[src/rtl/spr_pkg.sv]
// Shared types, constants and a helper function of the spec-constant rewriter.
package spr_pkg;

  localparam int WORD_W          = 32;
  localparam int HALF_W          = 16;
  localparam int SPEC_VAL_W      = 33;
  localparam int KIND_BIT        = 32;
  localparam int CFG_IDX_W       = 3;
  localparam int COUNT_W         = 3;
  localparam int SLOT_W          = 3;
  localparam int HDR_W           = 3;
  localparam int HDR_WORDS       = 5;
  localparam int MAP_ENTRIES_DEF = 16;
  localparam int SPEC_SLOTS_DEF  = 6;

  // Opcodes and decoration codes of interest.
  localparam logic [HALF_W-1:0] OP_DECORATE = 16'd71;
  localparam logic [HALF_W-1:0] OP_SC_TRUE  = 16'd48;
  localparam logic [HALF_W-1:0] OP_SC_FALSE = 16'd49;
  localparam logic [HALF_W-1:0] OP_SC       = 16'd50;
  localparam logic [HALF_W-1:0] OP_C_TRUE   = 16'd41;
  localparam logic [HALF_W-1:0] OP_C_FALSE  = 16'd42;
  localparam logic [HALF_W-1:0] OP_C        = 16'd43;
  localparam logic [WORD_W-1:0] DECO_SPEC_ID = 32'd1;

  // Word counts of the rewritten constant instructions.
  localparam logic [HALF_W-1:0] LEN_BOOL = 16'd3;
  localparam logic [HALF_W-1:0] LEN_LIT  = 16'd4;

  // Configuration register indexes.
  localparam logic [CFG_IDX_W-1:0] CFG_SPEC_COUNT  = 3'd0;
  localparam logic [CFG_IDX_W-1:0] CFG_SPEC_VALUE0 = 3'd1;

  // Instruction class tracked by the front end.
  typedef enum logic [1:0] {
    CLS_COPY,
    CLS_SPEC,
    CLS_DECO,
    CLS_DROP
  } cls_t;

  // What the tail does with a word when it leaves the cell chain.
  typedef enum logic [3:0] {
    ACT_COPY,
    ACT_HOLD0,
    ACT_HOLD1,
    ACT_FLUSH0,
    ACT_FLUSH1,
    ACT_SC2,
    ACT_DEC2,
    ACT_SC3,
    ACT_DROP
  } act_t;

  // Table request carried through the cell chain.
  typedef enum logic [1:0] {
    REQ_NONE,
    REQ_LOOKUP,
    REQ_RECORD
  } req_t;

  // One word in flight through the cell chain.
  typedef struct packed {
    logic              vld;
    logic              fin;
    act_t              act;
    req_t              req;
    logic              done;
    logic              hit;
    logic [SLOT_W-1:0] slot;
    logic [WORD_W-1:0] word;
    logic [WORD_W-1:0] key;
  } tok_t;

  // First word of the constant instruction that replaces a spec constant.
  function automatic logic [WORD_W-1:0] rewrite_first(input logic [SPEC_VAL_W-1:0] v);
    logic [WORD_W-1:0] res;
    if (v[KIND_BIT]) begin
      res = {LEN_BOOL, (v[0] ? OP_C_TRUE : OP_C_FALSE)};
    end else begin
      res = {LEN_LIT, OP_C};
    end
    return res;
  endfunction

endpackage

[src/rtl/spr_if.sv]
// Valid/ready stream interfaces for the module word input and the result output.
interface spr_in_if;
  import spr_pkg::*;

  logic              valid;
  logic              ready;
  logic [WORD_W-1:0] module_word;
  logic              final_word;

  modport source (output valid, output module_word, output final_word, input ready);
  modport sink (input valid, input module_word, input final_word, output ready);
endinterface

interface spr_out_if;
  import spr_pkg::*;

  logic              valid;
  logic              ready;
  logic [WORD_W-1:0] out_word;
  logic              word_valid;
  logic              last_of_run;
  logic              module_end;
  logic              map_overflow;

  modport source (output valid, output out_word, output word_valid, output last_of_run,
                  output module_end, output map_overflow, input ready);
  modport sink (input valid, input out_word, input word_valid, input last_of_run,
                input module_end, input map_overflow, output ready);
endinterface

[src/rtl/spr_front.sv]
// Front end: tracks header, instruction position and class, and tags each word.
module spr_front (
  input  logic                   clk,
  input  logic                   rst_n,
  input  logic                   vld,
  input  logic                   acc,
  input  logic [spr_pkg::WORD_W-1:0] word,
  input  logic                   fin,
  output spr_pkg::tok_t          tok
);
  import spr_pkg::*;

  logic [HDR_W-1:0]  hdr_left_r, hdr_left_nxt;
  logic [HALF_W-1:0] pos_r, pos_nxt;
  logic [HALF_W-1:0] len_r, len_nxt;
  cls_t              cls_r, cls_nxt;
  logic [WORD_W-1:0] held1_r, held1_nxt;

  logic              at_start;
  logic [HALF_W-1:0] len_word;
  logic [HALF_W-1:0] len_cur;
  cls_t              cls_new;
  cls_t              cls_cur;
  cls_t              cls_mid;
  logic              ends;

  // Class of an instruction from its opcode.
  always_comb begin
    case (word[HALF_W-1:0])
      OP_SC, OP_SC_TRUE, OP_SC_FALSE: cls_new = CLS_SPEC;
      OP_DECORATE:                    cls_new = CLS_DECO;
      default:                        cls_new = CLS_COPY;
    endcase
  end

  // Decode the current word and choose its action.
  always_comb begin
    at_start = (pos_r == '0);
    len_word = word[WORD_W-1:HALF_W];
    len_cur  = at_start ? ((len_word == '0) ? HALF_W'(1) : len_word) : len_r;
    cls_cur  = at_start ? cls_new : cls_r;
    ends     = ({1'b0, pos_r} + (HALF_W+1)'(1)) >= {1'b0, len_cur};
    cls_mid  = cls_cur;

    tok      = '0;
    tok.vld  = vld;
    tok.fin  = fin;
    tok.word = word;
    tok.key  = word;
    tok.act  = ACT_COPY;
    tok.req  = REQ_NONE;

    if (hdr_left_r == '0) begin
      case (cls_cur)
        CLS_SPEC, CLS_DECO: begin
          if (pos_r == HALF_W'(0)) begin
            tok.act = (ends || fin) ? ACT_FLUSH0 : ACT_HOLD0;
          end else if (pos_r == HALF_W'(1)) begin
            tok.act = (ends || fin) ? ACT_FLUSH1 : ACT_HOLD1;
          end else if (pos_r == HALF_W'(2)) begin
            if (cls_cur == CLS_SPEC) begin
              tok.act = ACT_SC2;
              tok.req = REQ_LOOKUP;
            end else if (word == DECO_SPEC_ID) begin
              tok.act = ACT_DROP;
              cls_mid = CLS_DROP;
            end else begin
              tok.act = ACT_DEC2;
              cls_mid = CLS_COPY;
            end
          end else if (pos_r == HALF_W'(3)) begin
            tok.act = ACT_SC3;
          end
        end
        CLS_DROP: begin
          tok.act = ACT_DROP;
          if (pos_r == HALF_W'(3)) begin
            tok.req = REQ_RECORD;
            tok.key = held1_r;
          end
        end
        default: begin
          tok.act = ACT_COPY;
        end
      endcase
    end
  end

  // Position tracking; a final word starts a new module.
  always_comb begin
    hdr_left_nxt = hdr_left_r;
    pos_nxt      = pos_r;
    len_nxt      = len_r;
    cls_nxt      = cls_r;
    held1_nxt    = held1_r;
    if (acc) begin
      if (fin) begin
        hdr_left_nxt = HDR_W'(HDR_WORDS);
        pos_nxt      = '0;
        len_nxt      = '0;
        cls_nxt      = CLS_COPY;
      end else if (hdr_left_r != '0) begin
        hdr_left_nxt = hdr_left_r - HDR_W'(1);
      end else begin
        len_nxt = len_cur;
        if (pos_r == HALF_W'(1)) begin
          held1_nxt = word;
        end
        if (ends) begin
          pos_nxt = '0;
          cls_nxt = CLS_COPY;
        end else begin
          pos_nxt = pos_r + HALF_W'(1);
          cls_nxt = cls_mid;
        end
      end
    end
  end

  always_ff @(posedge clk) begin
    if (!rst_n) begin
      hdr_left_r <= HDR_W'(HDR_WORDS);
      pos_r      <= '0;
      len_r      <= '0;
      cls_r      <= CLS_COPY;
    end else begin
      hdr_left_r <= hdr_left_nxt;
      pos_r      <= pos_nxt;
      len_r      <= len_nxt;
      cls_r      <= cls_nxt;
    end
  end

  // The decorate target id needs no reset.
  always_ff @(posedge clk) begin
    held1_r <= held1_nxt;
  end

endmodule

[src/rtl/spr_cell.sv]
// One table cell: holds a result id to spec id pair and serves passing requests.
module spr_cell (
  input  logic                        clk,
  input  logic                        rst_n,
  input  logic                        adv,
  input  logic [spr_pkg::COUNT_W-1:0] active,
  input  spr_pkg::tok_t               tok_i,
  output spr_pkg::tok_t               tok_o
);
  import spr_pkg::*;

  logic              ent_vld_r, ent_vld_nxt;
  logic [WORD_W-1:0] ent_id_r;
  logic [SLOT_W-1:0] ent_lo_r;
  logic              ent_big_r;
  tok_t              tok_r, tok_nxt;

  logic pend;
  logic id_eq;
  logic resolve;
  logic wr;

  // Resolve a pending request here: matching entry, or first free entry.
  always_comb begin
    pend    = tok_i.vld && (tok_i.req != REQ_NONE) && !tok_i.done;
    id_eq   = ent_vld_r && (ent_id_r == tok_i.key);
    resolve = pend && (id_eq || !ent_vld_r);
    wr      = resolve && (tok_i.req == REQ_RECORD);

    tok_nxt = tok_i;
    if (resolve) begin
      tok_nxt.done = 1'b1;
      if ((tok_i.req == REQ_LOOKUP) && id_eq) begin
        tok_nxt.hit  = !ent_big_r && (ent_lo_r < active);
        tok_nxt.slot = ent_lo_r;
      end
    end

    // A final word empties the table behind it.
    ent_vld_nxt = ent_vld_r;
    if (adv) begin
      if (wr) begin
        ent_vld_nxt = 1'b1;
      end
      if (tok_i.vld && tok_i.fin) begin
        ent_vld_nxt = 1'b0;
      end
    end
  end

  always_ff @(posedge clk) begin
    if (!rst_n) begin
      ent_vld_r <= 1'b0;
      tok_r     <= '0;
    end else begin
      ent_vld_r <= ent_vld_nxt;
      if (adv) begin
        tok_r <= tok_nxt;
      end
    end
  end

  // Entry contents; the spec id is kept as its low bits and a too-large flag.
  always_ff @(posedge clk) begin
    if (adv && wr) begin
      ent_id_r  <= tok_i.key;
      ent_lo_r  <= tok_i.word[SLOT_W-1:0];
      ent_big_r <= |tok_i.word[WORD_W-1:SLOT_W];
    end
  end

  assign tok_o = tok_r;

endmodule

[src/rtl/spr_tail.sv]
// Tail: builds the result transactions of each word and sends them one per cycle while the output is ready.
module spr_tail #(
  parameter int SPEC_SLOTS = spr_pkg::SPEC_SLOTS_DEF
) (
  input  logic                           clk,
  input  logic                           rst_n,
  input  spr_pkg::tok_t                  tok_i,
  input  logic [spr_pkg::SPEC_VAL_W-1:0] spec_val [SPEC_SLOTS],
  output logic                           leave,
  spr_out_if.source                      out_ch
);
  import spr_pkg::*;

  logic [WORD_W-1:0] held0_r, held0_nxt;
  logic [WORD_W-1:0] held1_r, held1_nxt;
  logic              match_r, match_nxt;
  logic [SLOT_W-1:0] slot_r, slot_nxt;
  logic              ovf_r, ovf_nxt;

  logic [WORD_W-1:0] ob_word_r [3];
  logic [1:0]        ob_cnt_r, ob_cnt_nxt;
  logic [1:0]        ob_idx_r, ob_idx_nxt;
  logic              ob_wv_r;
  logic              ob_fin_r;
  logic              ob_ovf_r;

  logic [SPEC_VAL_W-1:0] val_new;
  logic [SPEC_VAL_W-1:0] val_held;
  logic                  lk_hit;
  logic                  ovf_now;
  logic [WORD_W-1:0]     res_w [3];
  logic [1:0]            res_n;
  logic                  res_wv;
  logic                  take;
  logic                  ob_last;
  logic                  buf_free;
  logic                  load;
  logic                  step;

  // Specialization values for the new lookup and for the held match.
  always_comb begin
    val_new  = '0;
    val_held = '0;
    for (int k = 0; k < SPEC_SLOTS; k++) begin
      if (tok_i.slot == SLOT_W'(k)) begin
        val_new = spec_val[k];
      end
      if (slot_r == SLOT_W'(k)) begin
        val_held = spec_val[k];
      end
    end
  end

  // Result words of the word at the end of the chain.
  always_comb begin
    lk_hit  = (tok_i.req == REQ_LOOKUP) && tok_i.hit;
    ovf_now = ovf_r || ((tok_i.req == REQ_RECORD) && !tok_i.done);
    res_w[0] = tok_i.word;
    res_w[1] = tok_i.word;
    res_w[2] = tok_i.word;
    res_n    = 2'd0;
    res_wv   = 1'b1;
    case (tok_i.act)
      ACT_COPY, ACT_FLUSH0: begin
        res_n = 2'd1;
      end
      ACT_FLUSH1: begin
        res_n    = 2'd2;
        res_w[0] = held0_r;
      end
      ACT_SC2: begin
        res_n    = 2'd3;
        res_w[0] = lk_hit ? rewrite_first(val_new) : held0_r;
        res_w[1] = held1_r;
      end
      ACT_DEC2: begin
        res_n    = 2'd3;
        res_w[0] = held0_r;
        res_w[1] = held1_r;
      end
      ACT_SC3: begin
        res_n = 2'd1;
        if (match_r && !val_held[KIND_BIT]) begin
          res_w[0] = val_held[WORD_W-1:0];
        end
      end
      default: begin
        res_n = 2'd0;
      end
    endcase
    // A final word with nothing to send still reports the module end.
    if (tok_i.fin && (res_n == 2'd0)) begin
      res_n    = 2'd1;
      res_wv   = 1'b0;
      res_w[0] = '0;
    end
  end

  // Output buffer handshake and chain advance.
  always_comb begin
    take     = out_ch.valid && out_ch.ready;
    ob_last  = (ob_idx_r == (ob_cnt_r - 2'd1));
    buf_free = (ob_cnt_r == 2'd0) || (out_ch.ready && ob_last);
    leave    = !tok_i.vld || (res_n == 2'd0) || buf_free;
    load     = tok_i.vld && (res_n != 2'd0) && buf_free;
    step     = tok_i.vld && leave;

    ob_cnt_nxt = ob_cnt_r;
    ob_idx_nxt = ob_idx_r;
    if (take) begin
      if (ob_last) begin
        ob_cnt_nxt = 2'd0;
      end else begin
        ob_idx_nxt = ob_idx_r + 2'd1;
      end
    end
    if (load) begin
      ob_cnt_nxt = res_n;
      ob_idx_nxt = 2'd0;
    end
  end

  // Held words, match state and overflow flag.
  always_comb begin
    held0_nxt = held0_r;
    held1_nxt = held1_r;
    match_nxt = match_r;
    slot_nxt  = slot_r;
    ovf_nxt   = ovf_r;
    if (step) begin
      if ((tok_i.act == ACT_HOLD0) || (tok_i.act == ACT_FLUSH0)) begin
        held0_nxt = tok_i.word;
      end
      if (tok_i.act == ACT_HOLD1) begin
        held1_nxt = tok_i.word;
      end
      if (tok_i.act == ACT_SC2) begin
        match_nxt = lk_hit;
        slot_nxt  = tok_i.slot;
      end
      ovf_nxt = ovf_now;
      if (tok_i.fin) begin
        match_nxt = 1'b0;
        ovf_nxt   = 1'b0;
      end
    end
  end

  always_ff @(posedge clk) begin
    if (!rst_n) begin
      match_r  <= 1'b0;
      ovf_r    <= 1'b0;
      ob_cnt_r <= 2'd0;
      ob_idx_r <= 2'd0;
    end else begin
      match_r  <= match_nxt;
      ovf_r    <= ovf_nxt;
      ob_cnt_r <= ob_cnt_nxt;
      ob_idx_r <= ob_idx_nxt;
    end
  end

  // Payload registers.
  always_ff @(posedge clk) begin
    held0_r <= held0_nxt;
    held1_r <= held1_nxt;
    slot_r  <= slot_nxt;
    if (load) begin
      ob_word_r[0] <= res_w[0];
      ob_word_r[1] <= res_w[1];
      ob_word_r[2] <= res_w[2];
      ob_wv_r      <= res_wv;
      ob_fin_r     <= tok_i.fin;
      ob_ovf_r     <= ovf_now;
    end
  end

  assign out_ch.valid        = (ob_cnt_r != 2'd0);
  assign out_ch.out_word     = ob_word_r[ob_idx_r];
  assign out_ch.word_valid   = ob_wv_r;
  assign out_ch.last_of_run  = ob_last;
  assign out_ch.module_end   = ob_fin_r && ob_last;
  assign out_ch.map_overflow = ob_ovf_r;

  a_idx_in_range: assert property (@(posedge clk) disable iff (!rst_n)
    (ob_cnt_r != 2'd0) |-> (ob_idx_r < ob_cnt_r))
    else $error("output buffer index past its result count");

  a_status_alone: assert property (@(posedge clk) disable iff (!rst_n)
    ((ob_cnt_r != 2'd0) && !ob_wv_r) |-> ((ob_cnt_r == 2'd1) && ob_fin_r))
    else $error("status-only result is not a lone module-end transaction");

  a_hold_on_stall: assert property (@(posedge clk) disable iff (!rst_n)
    (tok_i.vld && !leave) |=> $stable(tok_i))
    else $error("cell chain moved while the tail was stalled");

endmodule

[src/rtl/spirv_spec_constant_rewriter_core.sv]
// Top level of the streaming SPIR-V specialization-constant rewriter.
//
// Takes one module word per cycle while the chain advances and gives the
// rewritten stream in order. Each word passes a front-end decoder, then a chain
// of MAP_ENTRIES table cells (one cell per cycle while the chain advances, each
// cell holding one SpecId pair), then an output stage. The chain advances every
// cycle the output stage can take its last word, so words are accepted at one
// per cycle. The output port sends one result per cycle while the output is
// ready: dropped SpecId decorations produce nothing, while the first two words
// of a spec constant or decoration are held and sent together with the third
// as a run of three results. The table starts empty after reset and after
// every final word; no clearing pass is needed.
module spirv_spec_constant_rewriter_core #(
  parameter int MAP_ENTRIES = spr_pkg::MAP_ENTRIES_DEF,
  parameter int SPEC_SLOTS  = spr_pkg::SPEC_SLOTS_DEF
) (
  input  logic                           clk,
  input  logic                           rst_n,
  spr_in_if.sink                         in_ch,
  spr_out_if.source                      out_ch,
  input  logic                           cfg_we,
  input  logic [spr_pkg::CFG_IDX_W-1:0]  cfg_idx,
  input  logic [spr_pkg::SPEC_VAL_W-1:0] cfg_wdata
);
  import spr_pkg::*;

  logic [COUNT_W-1:0]    spec_count_r;
  logic [SPEC_VAL_W-1:0] spec_value_r [SPEC_SLOTS];
  logic [COUNT_W-1:0]    active;

  tok_t chain [MAP_ENTRIES+1];
  logic adv;
  logic acc;

  // Configuration registers.
  always_ff @(posedge clk) begin
    if (!rst_n) begin
      spec_count_r <= '0;
      for (int k = 0; k < SPEC_SLOTS; k++) begin
        spec_value_r[k] <= '0;
      end
    end else if (cfg_we) begin
      if (cfg_idx == CFG_SPEC_COUNT) begin
        spec_count_r <= cfg_wdata[COUNT_W-1:0];
      end
      for (int k = 0; k < SPEC_SLOTS; k++) begin
        if (cfg_idx == (CFG_SPEC_VALUE0 + CFG_IDX_W'(k))) begin
          spec_value_r[k] <= cfg_wdata;
        end
      end
    end
  end

  // Number of usable specialization values.
  assign active = (spec_count_r < COUNT_W'(SPEC_SLOTS)) ? spec_count_r : COUNT_W'(SPEC_SLOTS);

  // Input transaction enters the first cell whenever the chain advances.
  assign in_ch.ready = adv;
  assign acc         = in_ch.valid && adv;

  spr_front u_front (
    .clk   (clk),
    .rst_n (rst_n),
    .vld   (in_ch.valid),
    .acc   (acc),
    .word  (in_ch.module_word),
    .fin   (in_ch.final_word),
    .tok   (chain[0])
  );

  // Row of table cells.
  for (genvar g = 0; g < MAP_ENTRIES; g++) begin : g_cell
    spr_cell u_cell (
      .clk    (clk),
      .rst_n  (rst_n),
      .adv    (adv),
      .active (active),
      .tok_i  (chain[g]),
      .tok_o  (chain[g+1])
    );
  end

  spr_tail #(
    .SPEC_SLOTS (SPEC_SLOTS)
  ) u_tail (
    .clk      (clk),
    .rst_n    (rst_n),
    .tok_i    (chain[MAP_ENTRIES]),
    .spec_val (spec_value_r),
    .leave    (adv),
    .out_ch   (out_ch)
  );

endmodule
[src/flat_wrapper.sv]
// flat-port wrapper written by rule: the top's interface ports become plain ports
module spirv_spec_constant_rewriter_core_flat import spr_pkg::*;
#(
  parameter int MAP_ENTRIES = spr_pkg::MAP_ENTRIES_DEF,
  parameter int SPEC_SLOTS  = spr_pkg::SPEC_SLOTS_DEF
)
  (clk, rst_n, cfg_we, cfg_idx, cfg_wdata, in_ch_valid, in_ch_module_word, in_ch_final_word, in_ch_ready, out_ch_valid, out_ch_out_word, out_ch_word_valid, out_ch_last_of_run, out_ch_module_end, out_ch_map_overflow, out_ch_ready);
  spr_in_if in_ch_i ();
  spr_out_if out_ch_i ();
  input  logic clk;
  input  logic rst_n;
  input  logic cfg_we;
  input  logic [spr_pkg::CFG_IDX_W-1:0] cfg_idx;
  input  logic [spr_pkg::SPEC_VAL_W-1:0] cfg_wdata;
  input wire logic [$bits(in_ch_i.valid)-1:0] in_ch_valid;
  input wire logic [$bits(in_ch_i.module_word)-1:0] in_ch_module_word;
  input wire logic [$bits(in_ch_i.final_word)-1:0] in_ch_final_word;
  output wire logic [$bits(in_ch_i.ready)-1:0] in_ch_ready;
  output wire logic [$bits(out_ch_i.valid)-1:0] out_ch_valid;
  output wire logic [$bits(out_ch_i.out_word)-1:0] out_ch_out_word;
  output wire logic [$bits(out_ch_i.word_valid)-1:0] out_ch_word_valid;
  output wire logic [$bits(out_ch_i.last_of_run)-1:0] out_ch_last_of_run;
  output wire logic [$bits(out_ch_i.module_end)-1:0] out_ch_module_end;
  output wire logic [$bits(out_ch_i.map_overflow)-1:0] out_ch_map_overflow;
  input wire logic [$bits(out_ch_i.ready)-1:0] out_ch_ready;
  assign in_ch_i.valid = in_ch_valid;
  assign in_ch_i.module_word = in_ch_module_word;
  assign in_ch_i.final_word = in_ch_final_word;
  assign in_ch_ready = in_ch_i.ready;
  assign out_ch_valid = out_ch_i.valid;
  assign out_ch_out_word = out_ch_i.out_word;
  assign out_ch_word_valid = out_ch_i.word_valid;
  assign out_ch_last_of_run = out_ch_i.last_of_run;
  assign out_ch_module_end = out_ch_i.module_end;
  assign out_ch_map_overflow = out_ch_i.map_overflow;
  assign out_ch_i.ready = out_ch_ready;
  spirv_spec_constant_rewriter_core #(.MAP_ENTRIES(MAP_ENTRIES), .SPEC_SLOTS(SPEC_SLOTS)) u_core (.clk(clk), .rst_n(rst_n), .in_ch(in_ch_i), .out_ch(out_ch_i), .cfg_we(cfg_we), .cfg_idx(cfg_idx), .cfg_wdata(cfg_wdata));
endmodule
[config.mk]
export PLATFORM = sky130hd
export DESIGN_NAME = spirv_spec_constant_rewriter_core_flat
export DESIGN_NICKNAME = d
export VERILOG_FILES = /design/src/rtl/spr_pkg.sv /design/src/rtl/spr_if.sv /design/src/rtl/spr_front.sv /design/src/rtl/spr_cell.sv /design/src/rtl/spr_tail.sv /design/src/rtl/spirv_spec_constant_rewriter_core.sv /design/src/flat_wrapper.sv
export SDC_FILE = /design/constraint.sdc
export NUM_CORES = 2
export LEC_CHECK = 0
export BUFFER_PORTS_ARGS = -buffer_cell sky130_fd_sc_hd__buf_4
export CAP_MARGIN = 5
export CORE_ASPECT_RATIO = 1.2
export CORE_MARGIN = 1
export CORE_UTILIZATION = 66
export DETAILED_ROUTE_END_ITERATION = 12
export GPL_ROUTABILITY_DRIVEN = 0
export PLACE_DENSITY = 0.82
export SLEW_MARGIN = 20
export SYNTH_ARGS = -nofsm -noshare
export SYNTH_HDL_FRONTEND = slang
export SYNTH_HIERARCHICAL = 1
export SYNTH_SLANG_ARGS = --single-unit
[constraint.sdc]
create_clock -name clk -period 10.85 [get_ports clk]
set_input_delay 2.17 -clock clk [delete_from_list [all_inputs] [get_ports clk]]
set_output_delay 2.17 -clock clk [all_outputs]
set_load 0.01 [all_outputs]
Word-level counts from Yosys, hierarchy flattened
Memories as Yosys holds them, arrays and structs flattened. A register that Yosys moved wholly into a read port is not among the register bits.
Index checks and enable logic that the tools add are counted.

word-level totals
  flip-flop bits (word level) = 2,138
  memory bits (writable) = 96
  bits of input ports = 74
  output and inout bits = 38
  memories kept = 1

memories
  name                     depth  bits a word  read ports  clocked after memory_dff  write ports  RTL line        text
  u_core.u_tail.ob_word_r  3      32           1           1                         3            spr_tail.sv:20  logic [WORD_W-1:0] ob_word_r [3];

cells by class
  add/sub/neg operators = 5
  order comparisons = 18
  equality and inequality tests = 86
  multiplexer cells = 137
  bitwise operators = 4
  reduce and logical (&&, ||, !) cells = 329

operator list
  operator                                              number
  equality test 32 bit                                  16
  OR reduction 29 bit                                   16
  2-to-1 mux 33 bit                                     12
  2-to-1 mux 32 bit                                     7
  logical AND 1 bit                                     154
  2-to-1 mux 16 bit                                     7
  case mux 32 bit (3 select lines)                      1
  2-to-1 mux 4 bit                                      21
  2-to-1 mux 5 bit                                      16
  nonzero test 2 bit                                    38
  AND reduction 2 bit                                   31
  logical NOT 1 bit                                     50
  equality test 16 x 6 -> 1 bit, second input constant  3
  < comparator 3 bit                                    16
  2-to-1 mux 2 bit                                      23
  2-to-1 mux 1 bit                                      39
  equality test 2 bit, second input constant            19
  equality test 2 x 1 -> 1 bit, second input constant   18
  equality test 16 x 2 -> 1 bit, second input constant  2
  equality test 32 x 1 -> 1 bit, second input constant  1
  logical NOT 16 bit                                    2
  logical OR 1 bit                                      22
  equality test 3 bit, second input constant            7
  2-to-1 mux 19 bit                                     1
  29 further kinds                                      57

Longest topological paths before layout
  word-level depth = 17
  depth in mapped cells = 15
  depth with buffers taken out = 15

By module
Netlist, hierarchy kept.

by module, submodules not included
  module                             times used  cells an instance  area each (sq um)
  spr_cell                           16          381                4,662.0
  spr_tail                           1           769                9,389.0
  spirv_spec_constant_rewriter_core  1           697                7,309.5
  spr_front                          1           462                4,499.3

Least setup slack after synthesis
Ideal clock, no wire load.

  path type = input to register
  start point = in out_ch_ready
  end point = reg u_core.u_tail.ob_cnt_r[0]
  arrival = 7.481 ns
  data required time = 10.760 ns
  setup slack = 3.279 ns
  stages on the path = 4
  buffers on the path = 0
  path through = a31oi_1 nor2_1 o311ai_0 a21boi_0

on the way
  cells in the longest elaborated chain, start to end = 5
  elaborated cells between the ends (all ways) = 8
  those cells by class = mux (1); reduce/logical (7)

ends and longest elaborated chain
  what                           RTL line            text
  start: declaration             flat_wrapper.sv:25  input wire logic [$bits(out_ch_i.ready)-1:0] out_ch_ready;
  logical AND 1 bit (*)          spr_tail.sv:103     buf_free = (ob_cnt_r == 2'd0) || (out_ch.ready && ob_last);
  logical OR 1 bit (*)           spr_tail.sv:103
  logical AND 1 bit (*)          spr_tail.sv:105     load = tok_i.vld && (res_n != 2'd0) && buf_free;
  net u_core.u_tail.load         spr_tail.sv:37      logic load;
  nonzero test 2 bit (no line)   -
  AND reduction 2 bit (no line)  -
  end signal: assignment         spr_tail.sv:158     ob_cnt_r <= ob_cnt_nxt;
  end: declaration               spr_tail.sv:21      logic [1:0] ob_cnt_r, ob_cnt_nxt;

The timed path passes the listed nets; every way through them passes the cells marked *.
A chain may end at the register's enable or synchronous reset.

==> results.json <==
{
  "power_density_mw_per_mm2": 159.0,
  "syn_area_mm2": 0.09461,
  "p_sw_w": 0.003424,
  "switching_share": 0.2087,
  "firstDrtPassIters": 6,
  "crit_path_frequent_cell": "buf_4",
  "hold_path.class": "register to register",
  "grt_start_max_net_pins": 283,
  "synth_warnings": 6,
  "worst_slack_ns": 4.733,
  "grt_first_pass_wirelength_mm": 332.0,
  "final_common_cell": "dfxtp_1",
  "p_clk_frac": 0.442,
  "critPathKind": "input pin to register",
  "combPwrFrac": 0.025,
  "drt-initial-drc-count": 5085,
  "crit_required_ns": 11.31,
  "cp_num_cells": 16,
  "path_max_fanout": 37,
  "rr_startpoint": "u_core/u_front/pos_r[0]",
  "setup.worst_path.end_class": "register",
  "final_cell_mix": "dfxtp_1 (1460), mux2i_1 (1391), nor2b_1 (1117), edfxtp_1 (774), xor2_1 (521)",
  "seqPwrFrac": 0.533,
  "pre_cts_ws_ns": 4.115,
  "ir_drop_uv": 175.5,
  "path_buf_inv": 3,
  "area_growth_pct": 9.027,
  "grt_pass1_vias": 58510,
  "clock-sinks": 2236,
  "fin_cells": 9868,
  "num-fill-cells": 9472,
  "tightest_slew_ns": 1.186,
  "slowest_delay_ns": 0.55,
  "insertion_delay_ns": 0.84,
  "drcViolationCount": 0,
  "htree_levels": 4,
  "r2r_cells": 16,
  "cpMaxStageDelayCell": "nor4_2",
  "grt-ovfl-total": 0,
  "syn_area_per_cell_um2": 11.94,
  "crit_end": "u_core/g_cell[0].u_cell/ent_id_r[24]",
  "drv_slew": 0,
  "holdBufCountCts": 0,
  "die_height_um": 416.8,
  "grtUsageTotal": 0.2873,
  "clock_tree.buffer_depth": 3,
  "hpwl_mm": 141.9,
  "antenna_found_initial": 1,
  "dieArea_mm2": 0.1449,
  "postCtsSetupRepairBufs": 0,
  "cts_buffers": 205,
  "ff2ff_setup_slack_ns": 5.51,
  "p_leak_nw": 43.32,
  "cp.arrival_ns": 6.58,
  "final.setup.tns_ns": 0,
  "core.rowCount": 151,
  "clk_pin_slew_ns": 0.06,
  "relSlewSlack": 0.1992,
  "wl_per_cell_um": 21.59,
  "wirelength_mm": 213.0,
  "fmax_mhz": 163.5,
  "cp_cell_sequence": "buf_4 > nor4_1 > nand3_1 > nor4_1 > a21o_1 > ha_1 > nand3_1 > nor2_2 > buf_4 > mux2_2 > xor2_1 > nor4_2 > and4_4 > a21boi_2 > nor2_2 > buf_4",
  "p_int_w": 0.01298,
  "grt_setup_unrepaired": "false",
  "drive_gt1_frac": 0.09651,
  "critPathLaunchType": "input pin",
  "pin_count": 112,
  "finalHoldViolCount": 0,
  "whs_ns": 0.4585,
  "coreArea_mm2": 0.1417,
  "worst_r2r_endpoint": "u_core/g_cell[0].u_cell/ent_id_r[24]",
  "viasPerCell": 6.085,
  "cts_tree": "built",
  "die_x_um": 347.6,
  "post-route-util": 0.7280,
  "maxCapViolCount": 0,
  "cts_resized": 0,
  "setup_viol": 0,
  "path_delay_family": "simple AND/OR/NAND/NOR gates",
  "drtAntennaViolNets": 0,
  "dp_cells": 9477,
  "cts-root-buf": "clkbuf_16",
  "fin_crit_sh": 0.5638,
  "vias": 60050,
  "period_minus_slack_ns": 6.117,
  "initial_utilization": 0.6677,
  "portBuffers": 111,
  "final_nets": 7981,
  "status": "finished, final reports clean",
  "clock_skew_ns": 0.03006,
  "syn_inst": 7924,
  "startpoint": "in_ch_module_word[12]"
}
final cells by class:
class                      instances  area [um2]  share of cell area
sequential                      2236       52510              0.5091
multi-input combinational       5157       39720              0.3851
clock buffer                     284        5873             0.05694
tap                             1836        2297             0.02227
timing repair buffer             179        1484             0.01439
clock inverter                   104       992.2            0.009619
inverter                          70       262.8            0.002547
antenna                            2       5.005          0.00004852
flip-flops by register name, summed over array words and instances (netlist names), 32 cells and up, named ones only:
signal and count:
u_core/spec_value_r 198, u_core/u_tail/ob_word_r 96, u_core/u_front/held1_r 32, u_core/u_tail/held0_r 32, u_core/g_cell.u_cell/ent_lo_r 48, u_core/u_tail/held1_r 32, u_core/g_cell.u_cell/tok_o 1200, u_core/g_cell.u_cell/ent_id_r 512
routing by layer:
| layer | track usage | wire [um] | part of all wire | up-vias |
|---|---|---|---|---|
| met3 | 0.03819 | 10280 | 0.048 | 460 |
| met5 | 0 | 11 | 0.000052 | - |
| li1 | - | - | - | 28380 |
| met1 | 0.3705 | 89370 | 0.42 | 29430 |
| met2 | 0.4903 | 105800 | 0.50 | 1773 |
| met4 | 0.1126 | 7572 | 0.036 | 2 |
worst min path at each step:
stage / startpoint / end / slack, ns / depth (start not counted)
5_1_grt: u_core/g_cell[14].u_cell/tok_o[34] / u_core/g_cell[15].u_cell/ent_lo_r[2] / 0.47 / 0
3_5_place_dp: u_core/g_cell[11].u_cell/tok_o[32] / u_core/g_cell[12].u_cell/ent_lo_r[0] / 0.45 / 0
3_3_place_gp: u_core/spec_value_r[182] / u_core/spec_value_r[182] / 0.44 / 2
4_1_cts: u_core/spec_value_r[167] / u_core/spec_value_r[167] / 0.46 / 2
6_report: u_core/spec_value_r[194] / u_core/spec_value_r[194] / 0.46 / 2
2_1_floorplan: u_core/g_cell[15].u_cell/tok_o[64] / u_core/u_tail/slot_r[0] / 0.42 / 0
worst reg2reg max path, cell delays in order, from the launching register on:
cell      delay (ns)
dfxtp_1         0.38
inv_1           0.14
ha_1            0.36
nor3b_1         0.40
nand4_4         0.44
a32o_1          0.46
ha_1            0.22
nand3_1         0.09
nor2_2          0.04
buf_4           0.28
mux2_2          0.40
xor2_1          0.19
nor4_2          0.55
and4_4          0.36
a21boi_2        0.08
nor2_2          0.13
buf_4           0.46
per-stage QoR:
stage | total power (W) | instance area, um2
floorplan | 0.009192 | 94630
global placement | 0.009306 | 96230
detailed placement | 0.009321 | 96260
CTS | 0.01649 | 103100
global route | 0.01686 | 103100
finish | 0.01641 | 103200
power groups by stage:
stage	sequential, W	clock, W	combinational, W
3_5_place_dp	0.00893	0	0.000394
6_report	0.00874	0.00726	0.000403
5_1_grt	0.00874	0.00768	0.000432
2_1_floorplan	0.00890	0	0.000297
3_3_place_gp	0.00893	0	0.000381
4_1_cts	0.00874	0.00735	0.000397
Power figures use the tool's default switching activity.
